## src/design/cmhp_pkg.sv

```systemverilog
// ----------------------------------------------------------------------------
// cmhp_pkg
// Types and constants shared by the CoAP message header parser. This covers
// the transaction structs of the byte and result channels, the sizes and the
// status codes.
// ----------------------------------------------------------------------------
package cmhp_pkg;

	localparam int MAX_MESSAGE_BYTES = 1024;
	localparam int POS_W = $clog2(MAX_MESSAGE_BYTES + 1);
	localparam int OFF_W = 11;
	localparam int CALC_W = (POS_W > OFF_W) ? POS_W : OFF_W;
	localparam int CFG_IDX_W = 1;

	localparam logic [CFG_IDX_W-1:0] REG_URI_PATH = 1'd0;
	localparam logic [CFG_IDX_W-1:0] REG_URI_QUERY = 1'd1;

	localparam logic [7:0] URI_PATH_RESET = 8'd9;
	localparam logic [7:0] URI_QUERY_RESET = 8'd15;

	localparam logic [3:0] EXT_LEN_NIBBLE = 4'hF;
	localparam logic [7:0] QUESTION_MARK = 8'h3F;

	localparam logic [1:0] ST_OK = 2'd0;
	localparam logic [1:0] ST_TRUNCATED = 2'd1;
	localparam logic [1:0] ST_TOO_LONG = 2'd2;

	typedef struct packed {
		logic [7:0] data_byte;
		logic       last_byte;
	} cmhp_in_t;

	typedef struct packed {
		logic [1:0]       version;
		logic [1:0]       msg_type;
		logic [3:0]       option_total;
		logic [7:0]       code;
		logic [15:0]      transaction_id;
		logic [OFF_W-1:0] uri_offset;
		logic [OFF_W-1:0] uri_len;
		logic [OFF_W-1:0] query_offset;
		logic [OFF_W-1:0] query_bytes;
		logic [OFF_W-1:0] payload_offset;
		logic [OFF_W-1:0] payload_bytes;
		logic [1:0]       status;
	} cmhp_out_t;

endpackage

```

## src/design/coap_message_header_parser.sv

```systemverilog
// ----------------------------------------------------------------------------
// coap_message_header_parser
// Streaming parser for early-draft CoAP messages. It takes one byte per
// transaction and returns one summary result on the byte flagged last.
// ----------------------------------------------------------------------------
// Channel   Signals                               Direction
// byte      byte_valid, byte_ready, byte_data     in
// result    result_valid, result_ready, result    out
// cfg       cfg_valid, cfg_ready, cfg_index, cfg_data  in
//
// One byte is taken per cycle while the byte channel does not stall. A byte is
// held in the byte register and parsed in one pass as it leaves it; for a last
// byte the same edge loads the result register, which then holds the result.
// Reset clears the message state and loads the option numbers 9 and 15.
// The byte channel stalls only while a last byte waits in the byte register
// for an earlier result to be taken.
// ----------------------------------------------------------------------------
module coap_message_header_parser (
	input  logic                              clk,
	input  logic                              arst_n,
	input  logic                              byte_valid,
	output logic                              byte_ready,
	input  cmhp_pkg::cmhp_in_t                byte_data,
	output logic                              result_valid,
	input  logic                              result_ready,
	output cmhp_pkg::cmhp_out_t               result,
	input  logic                              cfg_valid,
	output logic                              cfg_ready,
	input  logic [cmhp_pkg::CFG_IDX_W-1:0]    cfg_index,
	input  logic [7:0]                        cfg_data
);
	import cmhp_pkg::*;

	localparam logic [2:0] PH_HEADER = 3'd0;
	localparam logic [2:0] PH_OPT_HEAD = 3'd1;
	localparam logic [2:0] PH_OPT_EXT = 3'd2;
	localparam logic [2:0] PH_OPT_VAL = 3'd3;
	localparam logic [2:0] PH_PAYLOAD = 3'd4;

	localparam logic [1:0] KIND_OTHER = 2'd0;
	localparam logic [1:0] KIND_URI = 2'd1;
	localparam logic [1:0] KIND_QUERY = 2'd2;

	logic [7:0] uri_path_num_q;
	logic [7:0] uri_query_num_q;

	logic       valid_s1;
	logic [7:0] data_s1;
	logic       last_s1;
	logic       advance;

	logic [POS_W-1:0] pos_q, nx_pos;
	logic [2:0]       phase_q, nx_phase;
	logic [31:0]      hdr_q, nx_hdr;
	logic [3:0]       opts_q, nx_opts;
	logic [7:0]       run_q, nx_run;
	logic [8:0]       left_q, nx_left;
	logic [1:0]       kind_q, nx_kind;
	logic             uri_vld_q, nx_uri_vld;
	logic [POS_W-1:0] uri_off_q, nx_uri_off;
	logic [8:0]       uri_len_q, nx_uri_len;
	logic             qry_vld_q, nx_qry_vld;
	logic [POS_W-1:0] qry_off_q, nx_qry_off;
	logic [8:0]       qry_len_q, nx_qry_len;
	logic             qm_found_q, nx_qm_found;
	logic [POS_W-1:0] qm_pos_q, nx_qm_pos;
	logic [POS_W-1:0] pstart_q, nx_pstart;
	logic             too_long_q, nx_too_long;

	logic [POS_W-1:0] pos_inc;
	logic [7:0]       run_head;
	logic             sv_go;
	logic [8:0]       sv_len;
	logic             fin_go;

	logic [CALC_W-1:0] c_uri_off, c_uri_len, c_qm_pos, c_ul, c_ql, c_pos, c_ps;
	cmhp_out_t         res;

	assign cfg_ready = 1'b1;

	always_ff @(posedge clk or negedge arst_n) begin
		if (!arst_n) begin
			uri_path_num_q <= URI_PATH_RESET;
			uri_query_num_q <= URI_QUERY_RESET;
		end else if (cfg_valid && cfg_ready) begin
			unique case (cfg_index)
				REG_URI_PATH: uri_path_num_q <= cfg_data;
				REG_URI_QUERY: uri_query_num_q <= cfg_data;
				default: ;
			endcase
		end
	end

	assign advance = valid_s1 && (!last_s1 || !result_valid || result_ready);
	assign byte_ready = !valid_s1 || advance;

	always_ff @(posedge clk or negedge arst_n) begin
		if (!arst_n) begin
			valid_s1 <= 1'b0;
		end else if (byte_ready) begin
			valid_s1 <= byte_valid;
		end
	end

	always_ff @(posedge clk) begin
		if (byte_valid && byte_ready) begin
			data_s1 <= byte_data.data_byte;
			last_s1 <= byte_data.last_byte;
		end
	end

	assign pos_inc = pos_q + POS_W'(1);
	assign run_head = run_q + {4'b0000, data_s1[7:4]};

	always_comb begin
		nx_pos = pos_q;
		nx_phase = phase_q;
		nx_hdr = hdr_q;
		nx_opts = opts_q;
		nx_run = run_q;
		nx_left = left_q;
		nx_kind = kind_q;
		nx_uri_vld = uri_vld_q;
		nx_uri_off = uri_off_q;
		nx_uri_len = uri_len_q;
		nx_qry_vld = qry_vld_q;
		nx_qry_off = qry_off_q;
		nx_qry_len = qry_len_q;
		nx_qm_found = qm_found_q;
		nx_qm_pos = qm_pos_q;
		nx_pstart = pstart_q;
		nx_too_long = too_long_q;
		sv_go = 1'b0;
		sv_len = '0;
		fin_go = 1'b0;
		if (pos_q >= POS_W'(MAX_MESSAGE_BYTES)) begin
			nx_too_long = 1'b1;
		end else begin
			nx_pos = pos_inc;
			unique case (phase_q)
				PH_HEADER: begin
					unique case (pos_q[1:0])
						2'd0: nx_hdr[31:24] = data_s1;
						2'd1: nx_hdr[23:16] = data_s1;
						2'd2: nx_hdr[15:8] = data_s1;
						default: nx_hdr[7:0] = data_s1;
					endcase
					if (pos_q >= POS_W'(3)) begin
						nx_opts = hdr_q[27:24];
						nx_run = '0;
						if (hdr_q[27:24] != 4'd0) begin
							nx_phase = PH_OPT_HEAD;
						end else begin
							nx_phase = PH_PAYLOAD;
							nx_pstart = POS_W'(4);
						end
					end
				end
				PH_OPT_HEAD: begin
					nx_run = run_head;
					if (data_s1[3:0] == EXT_LEN_NIBBLE) begin
						nx_phase = PH_OPT_EXT;
					end else begin
						sv_go = 1'b1;
						sv_len = {5'b00000, data_s1[3:0]};
					end
				end
				PH_OPT_EXT: begin
					sv_go = 1'b1;
					sv_len = {5'b00000, EXT_LEN_NIBBLE} + {1'b0, data_s1};
				end
				PH_OPT_VAL: begin
					if (kind_q == KIND_URI && !qm_found_q && data_s1 == QUESTION_MARK) begin
						nx_qm_found = 1'b1;
						nx_qm_pos = pos_q;
					end
					nx_left = left_q - 9'd1;
					if (nx_left == 9'd0) begin
						fin_go = 1'b1;
					end
				end
				default: ;
			endcase
			if (sv_go) begin
				if (nx_run == uri_path_num_q) begin
					nx_uri_vld = 1'b1;
					nx_uri_off = pos_inc;
					nx_uri_len = sv_len;
					nx_qm_found = 1'b0;
					nx_kind = KIND_URI;
				end else if (nx_run == uri_query_num_q) begin
					nx_qry_vld = 1'b1;
					nx_qry_off = pos_inc;
					nx_qry_len = sv_len;
					nx_kind = KIND_QUERY;
				end else begin
					nx_kind = KIND_OTHER;
				end
				nx_left = sv_len;
				if (sv_len == 9'd0) begin
					fin_go = 1'b1;
				end else begin
					nx_phase = PH_OPT_VAL;
				end
			end
			if (fin_go) begin
				nx_opts = opts_q - 4'd1;
				if (nx_opts == 4'd0) begin
					nx_phase = PH_PAYLOAD;
					nx_pstart = pos_inc;
				end else begin
					nx_phase = PH_OPT_HEAD;
				end
			end
		end
	end

	assign c_uri_off = CALC_W'(nx_uri_off);
	assign c_uri_len = CALC_W'(nx_uri_len);
	assign c_qm_pos = CALC_W'(nx_qm_pos);
	assign c_pos = CALC_W'(nx_pos);
	assign c_ps = CALC_W'(nx_pstart);
	assign c_ul = c_qm_pos - c_uri_off;
	assign c_ql = c_uri_len - c_ul - CALC_W'(1);

	always_comb begin
		res = '0;
		res.version = nx_hdr[31:30];
		res.msg_type = nx_hdr[29:28];
		res.option_total = nx_hdr[27:24];
		res.code = nx_hdr[23:16];
		res.transaction_id = nx_hdr[15:0];
		if (nx_too_long) begin
			res.status = ST_TOO_LONG;
		end else if (nx_phase != PH_PAYLOAD) begin
			res.status = ST_TRUNCATED;
		end else begin
			res.status = ST_OK;
		end
		if (nx_uri_vld) begin
			res.uri_offset = c_uri_off[OFF_W-1:0];
			res.uri_len = c_uri_len[OFF_W-1:0];
		end
		if (nx_qry_vld) begin
			res.query_offset = OFF_W'(nx_qry_off);
			res.query_bytes = OFF_W'(nx_qry_len);
		end else if (nx_uri_vld && nx_qm_found) begin
			res.uri_len = c_ul[OFF_W-1:0];
			res.query_offset = OFF_W'(c_qm_pos + CALC_W'(1));
			res.query_bytes = c_ql[OFF_W-1:0];
		end
		if (nx_phase == PH_PAYLOAD && nx_pos > nx_pstart) begin
			res.payload_offset = c_ps[OFF_W-1:0];
			res.payload_bytes = OFF_W'(c_pos - c_ps);
		end
	end

	always_ff @(posedge clk or negedge arst_n) begin
		if (!arst_n) begin
			pos_q <= '0;
			phase_q <= PH_HEADER;
			hdr_q <= '0;
			opts_q <= '0;
			run_q <= '0;
			left_q <= '0;
			kind_q <= KIND_OTHER;
			uri_vld_q <= 1'b0;
			uri_off_q <= '0;
			uri_len_q <= '0;
			qry_vld_q <= 1'b0;
			qry_off_q <= '0;
			qry_len_q <= '0;
			qm_found_q <= 1'b0;
			qm_pos_q <= '0;
			pstart_q <= '0;
			too_long_q <= 1'b0;
		end else if (advance && last_s1) begin
			pos_q <= '0;
			phase_q <= PH_HEADER;
			hdr_q <= '0;
			opts_q <= '0;
			run_q <= '0;
			left_q <= '0;
			kind_q <= KIND_OTHER;
			uri_vld_q <= 1'b0;
			uri_off_q <= '0;
			uri_len_q <= '0;
			qry_vld_q <= 1'b0;
			qry_off_q <= '0;
			qry_len_q <= '0;
			qm_found_q <= 1'b0;
			qm_pos_q <= '0;
			pstart_q <= '0;
			too_long_q <= 1'b0;
		end else if (advance) begin
			pos_q <= nx_pos;
			phase_q <= nx_phase;
			hdr_q <= nx_hdr;
			opts_q <= nx_opts;
			run_q <= nx_run;
			left_q <= nx_left;
			kind_q <= nx_kind;
			uri_vld_q <= nx_uri_vld;
			uri_off_q <= nx_uri_off;
			uri_len_q <= nx_uri_len;
			qry_vld_q <= nx_qry_vld;
			qry_off_q <= nx_qry_off;
			qry_len_q <= nx_qry_len;
			qm_found_q <= nx_qm_found;
			qm_pos_q <= nx_qm_pos;
			pstart_q <= nx_pstart;
			too_long_q <= nx_too_long;
		end
	end

	always_ff @(posedge clk or negedge arst_n) begin
		if (!arst_n) begin
			result_valid <= 1'b0;
		end else if (advance && last_s1) begin
			result_valid <= 1'b1;
		end else if (result_ready) begin
			result_valid <= 1'b0;
		end
	end

	always_ff @(posedge clk) begin
		if (advance && last_s1) begin
			result <= res;
		end
	end

`ifndef SYNTHESIS
	// The byte counter never runs past the message limit.
	a_pos_bound: assert property (@(posedge clk) disable iff (!arst_n)
		pos_q <= POS_W'(MAX_MESSAGE_BYTES))
		else $error("byte position beyond the message limit");

	// The header phase only ever covers the first four bytes.
	a_header_pos: assert property (@(posedge clk) disable iff (!arst_n)
		(phase_q == PH_HEADER) |-> (pos_q < POS_W'(4)))
		else $error("header phase past byte three");

	// An option value phase always has bytes still to skip.
	a_val_left: assert property (@(posedge clk) disable iff (!arst_n)
		(phase_q == PH_OPT_VAL) |-> (left_q != 9'd0))
		else $error("option value phase with no bytes left");

	// The payload never starts beyond the bytes counted so far.
	a_payload_start: assert property (@(posedge clk) disable iff (!arst_n)
		(phase_q == PH_PAYLOAD) |-> (pstart_q <= pos_q))
		else $error("payload start beyond byte position");

	// A last byte that leaves the byte register always yields a result.
	a_result_follows: assert property (@(posedge clk) disable iff (!arst_n)
		(advance && last_s1) |=> result_valid)
		else $error("last byte without a result");
`endif

endmodule
```

## config.mk

```make
export PLATFORM = sky130hd
export DESIGN_NAME = coap_message_header_parser
export DESIGN_NICKNAME = d
export VERILOG_FILES = /design/src/design/cmhp_pkg.sv /design/src/design/coap_message_header_parser.sv
export SDC_FILE = /design/constraint.sdc
export NUM_CORES = 1
export LEC_CHECK = 0
export CAP_MARGIN = 40
export CORE_MARGIN = 3
export CORE_UTILIZATION = 50
export DETAILED_ROUTE_END_ITERATION = 16
export DONT_BUFFER_PORTS = 1
export SKIP_LAST_GASP = 1
export SLEW_MARGIN = 20
export SYNTH_ARGS = -nofsm -noshare
export SYNTH_HDL_FRONTEND = slang
export SYNTH_SLANG_ARGS = --single-unit
```

## constraint.sdc

```tcl
create_clock -name clk -period 7.3 [get_ports clk]
set_input_delay 1.095 -clock clk [delete_from_list [all_inputs] [get_ports clk]]
set_output_delay 1.095 -clock clk [all_outputs]
set_load 0.05 [all_outputs]
```

Yosys cells after proc, flatten, opt, wreduce, memory -nomap -nowiden. Cells that the tools add are included.

Register bits after elaboration: 262. Bits of input ports: 23. Output and inout bits: 103.

$add $sub $neg: 10. Magnitude comparators: 3. Equal/unequal tests: 13. Muxes and demuxes: 119. Bitwise gates (word level): 2. Reduce and logical (&&, ||, !) cells: 34.

Operator list (count): $mux W11 (28); $mux W9 (18); $mux W32 (4); $mux W8 (9); $mux W33 (1); $mux W1 (31); $mux W3 (10); $mux W4 (7); $add A11 B1 Y11 const B (2); $mux W22 (1); $sub A11 B11 Y11 (2); $logic_not A9 Y1 (2); $pmux W9 S2 (1); $eq A8 B8 Y1 (2); $pmux W8 S2 (1); $mux W2 (6); $ge A11 B11 Y1 const B (1); $ge A11 B2 Y1 const B (1); $gt A11 B11 Y1 (1); $sub A11 B1 Y11 const B (1); $sub A9 B11 Y11 (1); $add A4 B8 Y9 const A (1); $reduce_bool A3 Y1 (3); $sub A9 B1 Y9 const B (1); other kinds (27) (46).

Depth between registers and ports, before layout.
Depth in word-level cells: 13. Depth in mapped cells: 26.

Least setup slack after synthesis. OpenSTA, ideal clock, no wires.

Kind: register -> register. Start point: register run_q[0]. End point: register result[32] (netlist name), data pin. Setup time: 254 ps. Arrival time: 5476 ps. Required time: 7046 ps. Slack: 1570 ps. Cell stages (with the launch flop): 24. Path buffers: 1. Path through: dfrtp_1 > ha_1 > inv_1 > fa_1 > nand2b_1 > a211oi_2 > a31oi_1 > or2_0 > a211o_1 > nor4b_4 > buf_6 > mux2i_1 > inv_1 > fa_1 > fa_1 > a21o_1 > a21oi_1 > o21bai_1 > a21oi_1 > o21bai_1 > a21oi_1 > xor2_1 > o22ai_1 > a21o_1.

RTL lines: start: declaration (line coap_message_header_parser.sv:56) `logic [7:0] run_q, nx_run;`; start signal: assignment (line coap_message_header_parser.sv:300) `run_q <= nx_run;`; end signal: assignment (line coap_message_header_parser.sv:328) `result <= res;`; end: declaration (line coap_message_header_parser.sv:26) `output cmhp_pkg::cmhp_out_t result,`.

==> impl_metrics.env <==
export IMPL_status="finished, final reports clean"
export IMPL_htreeDepth=1
export IMPL_postCtsSetupBuffers=0
export IMPL_drv_slew=0
export IMPL_io_pins=126
export IMPL_hpwl_um=24300
export IMPL_ys_types=82
export IMPL_placed_area_sq_um=14200
export IMPL_synth_nets=1388
export IMPL_cts_root_buf="clkbuf_16"
export IMPL_viasPerCell=6.01
export IMPL_grt_pass1_wl_um=56900
export IMPL_grt_max_degree=154
export IMPL_slew_headroom_pct=43.6
export IMPL_start_util_pct=51.4
export IMPL_p_leak_nw=6.40
export IMPL_r2r_cells=21
export IMPL_drcViolationCount=0
export IMPL_vias=10100
export IMPL_crit_chain="or3b_1 > a211oi_2 > a31oi_1 > or2_0 > a211o_1 > nor4b_4 > buf_4 > mux2i_1 > ha_1 > o21ai_0 > a21boi_0 > o21ai_0 > nand2b_1 > xnor2_1 > ha_1 > a21oi_1 > o21bai_1 > a21oi_1 > xor2_1 > o22ai_1 > a21o_1"
export IMPL_drtIter0Drc=920
export IMPL_max_stage_delay_ns=0.77
export IMPL_worst_pin_slew_ns=0.839
export IMPL_synthArstFlopShare_pct=58.4
export IMPL_max_freq_ghz=0.154
export IMPL_worst_path_max_delay_cell="dfrtp_1"
export IMPL_first_pass_iters=6
export IMPL_critPathKind="flop to flop"
export IMPL_p_per_area_nw_per_um2=289
export IMPL_final_hold_viol_count=0
export IMPL_p_sw_w=0.00146
export IMPL_dieArea_sq_um=30000
export IMPL_path_delay_family="compound AO/OA/AOI/OAI gates"
export IMPL_yosys_most_used_dff="dfrtp_1"
export IMPL_finalCriticalPeriod_ns=6.48
export IMPL_seq_area_frac_synth_pct=50.9
export IMPL_post_route_period_util_pct=88.8
export IMPL_rrSetupSlack_ns=0.82
export IMPL_ys_warn_count=0
export IMPL_fillers=2392
export IMPL_clk_pin_slew_ns=0.07
export IMPL_drive_above_1_share_pct=10.1
export IMPL_synth_edf_count=109
export IMPL_r2r_start="phase_q[0]"
export IMPL_die_h_um=173
export IMPL_max_cap_violations=0
export IMPL_min_path_type="primary input to async pin"
export IMPL_synth_area_per_cell_sq_um=10.6
export IMPL_totalPowerFinal_w=0.00441
export IMPL_setup_violations=0
export IMPL_nets=1366
export IMPL_track_usage_pct=23.4
export IMPL_synth_cell_area_sq_um=14000
export IMPL_layout_common_cells="dfrtp_1, nand2_1, edfxtp_1, o21ai_0, nor2_1"
export IMPL_place_gp_congestion=0.909
export IMPL_detail_route_antenna_nets=0
export IMPL_cts_buffers=29
export IMPL_clkPwrFrac_pct=33.5
export IMPL_cts_resized=0
export IMPL_cts_tree="done"
export IMPL_instances_no_fill=1688
export IMPL_crit_start="phase_q[0]"
export IMPL_place_inst=1631
export IMPL_rows=60
export IMPL_critPathBufInv=1
export IMPL_clock_latency_ns=0.56
export IMPL_synth_cells=1315
export IMPL_rsz0062_at_grt="false"
export IMPL_skew_ns=0.0217
export IMPL_io_buffer_count=0
export IMPL_irDropWorstVdd_v=0.000173
export IMPL_clk_path_buf_depth=3
export IMPL_postCtsHoldBufs=0
export IMPL_wl_per_cell_um=21.1
export IMPL_end_kind="flop"
export IMPL_fp_dieW_um=173
export IMPL_clock_sinks=262
export IMPL_power_frac_seq_pct=44.8
export IMPL_fin_area_sq_um=15200
export IMPL_cp_start_kind="flop"
export IMPL_comb_power_share_pct=21.7
export IMPL_worst_path_max_fanout=23
export IMPL_p_int_w=0.00295
export IMPL_ys_ff_latch=262
export IMPL_tns_ns=0
export IMPL_drt_wl_total_um=35500
export IMPL_layout_commonest_cell="dfrtp_1"
export IMPL_antenna_found_initial=0
export IMPL_n_antenna_cell=0
export IMPL_swShare_pct=33.0
export IMPL_core_sq_um=27200
export IMPL_timing_hold_ws_ns=0.239
export IMPL_arrival_ns=6.78
export IMPL_grt_pass1_vias=9881
export IMPL_grt_overflow=0
export IMPL_reg2reg_to="result[32]"
export IMPL_cp_data_required_time_ns=7.60
export IMPL_area_growth_pct=9.23
==> synth_stat cells (all sizes together), types with 6 or more instances <==
cell type / count / share of area [%]
clkbuf: 45 / 1.2
nand4: 14 / 0.63
mux2: 47 / 3.8
inv: 52 / 1.4
and3: 13 / 0.58
and2: 9 / 0.40
a211oi: 11 / 0.66
nand2b: 13 / 0.58
o211ai: 7 / 0.38
a21oi: 48 / 1.7
a21o: 25 / 1.3
nand3: 35 / 1.3
o21bai: 6 / 0.32
a31oi: 6 / 0.31
or3: 6 / 0.27
buf: 26 / 1.1
nor3: 26 / 0.93
o21a: 8 / 0.43
ha: 46 / 4.1
a22oi: 11 / 0.59
nor2: 87 / 2.4
o22ai: 26 / 1.2
dfstp: 6 / 1.1
mux2i: 21 / 1.5
xnor2: 33 / 2.1
dfrtp: 147 / 26
nand2: 124 / 3.3
a22o: 78 / 4.9
nor4: 13 / 0.80
xor2: 26 / 1.6
nor2b: 16 / 0.72
edfxtp: 109 / 23
o21ai: 104 / 3.8
==> flip-flops by register name (all words and copies together), names as in the netlist, 3 cells and up <==
name             count
data_s1              8
hdr_q               32
left_q               9
opts_q               4
phase_q              3
pos_q               11
pstart_q            11
qm_pos_q            11
qry_len_q            9
qry_off_q           11
result             100
run_q                8
uri_len_q            9
uri_off_q           11
uri_path_num_q       8
uri_query_num_q      8
==> area by class of cell <==
type,instances,area (sq um),share of cell area (%)
Timing Repair Buffer,18,174,1.14
Tap cell,372,465,3.05
Multi-Input combinational cell,927,6330,41.5
Inverter,55,209,1.37
Clock buffer,37,766,5.02
Clock inverter,17,193,1.26
Sequential cell,262,7110,46.6
==> power by group through the flow <==
stage | logic, W | registers (W) | clock network (W)
detailed placement | 0.000941 | 0.00200 | 0
floorplan | 0.000768 | 0.00194 | 0
finish | 0.000957 | 0.00198 | 0.00148
global placement | 0.000931 | 0.00200 | 0
global route | 0.00108 | 0.00199 | 0.00157
CTS | 0.000948 | 0.00198 | 0.00151
==> metal layers <==
metal	up-vias	part of all wire (%)	track usage [%]
met5	-	0	0
met4	0	1.5	4.43
met3	48	6.2	4.02
met2	345	45	36.2
met1	4957	48	35.1
li1	4799	-	-
==> kinds of logic after synthesis <==
kind of cell / Yosys count / synth area share [%]
and+or+nand+nor: 381 / 13.5
AOI/OAI and AO/OA: 368 / 18.0
DFF: 262 / 50.9
buffers and inverters: 126 / 3.78
muxes: 68 / 5.30
xor gates and xnor gates: 59 / 3.70
adders and majority gates: 50 / 4.70
other: 1 / 0.0269
==> per-stage QoR <==
step	util, %	setup slack (ns)
6_report	56.1	0.817
5_1_grt	56.1	0.372
4_1_cts	55.9	0.904
3_5_place_dp	52.4	0.967
3_3_place_gp	52.3	1.10
2_1_floorplan	-	1.57
==> how the worst max path moves through the flow <==
stage                 endpoint  slack, ns  depth (start not counted)
floorplan           result[32]       1.57                         23
global placement    result[32]       1.10                         21
detailed placement  result[32]       0.97                         21
finish              result[32]       0.82                         21
CTS                 result[32]       0.90                         21
global route        result[32]       0.37                         21
(Power assumes the default switching activity.)
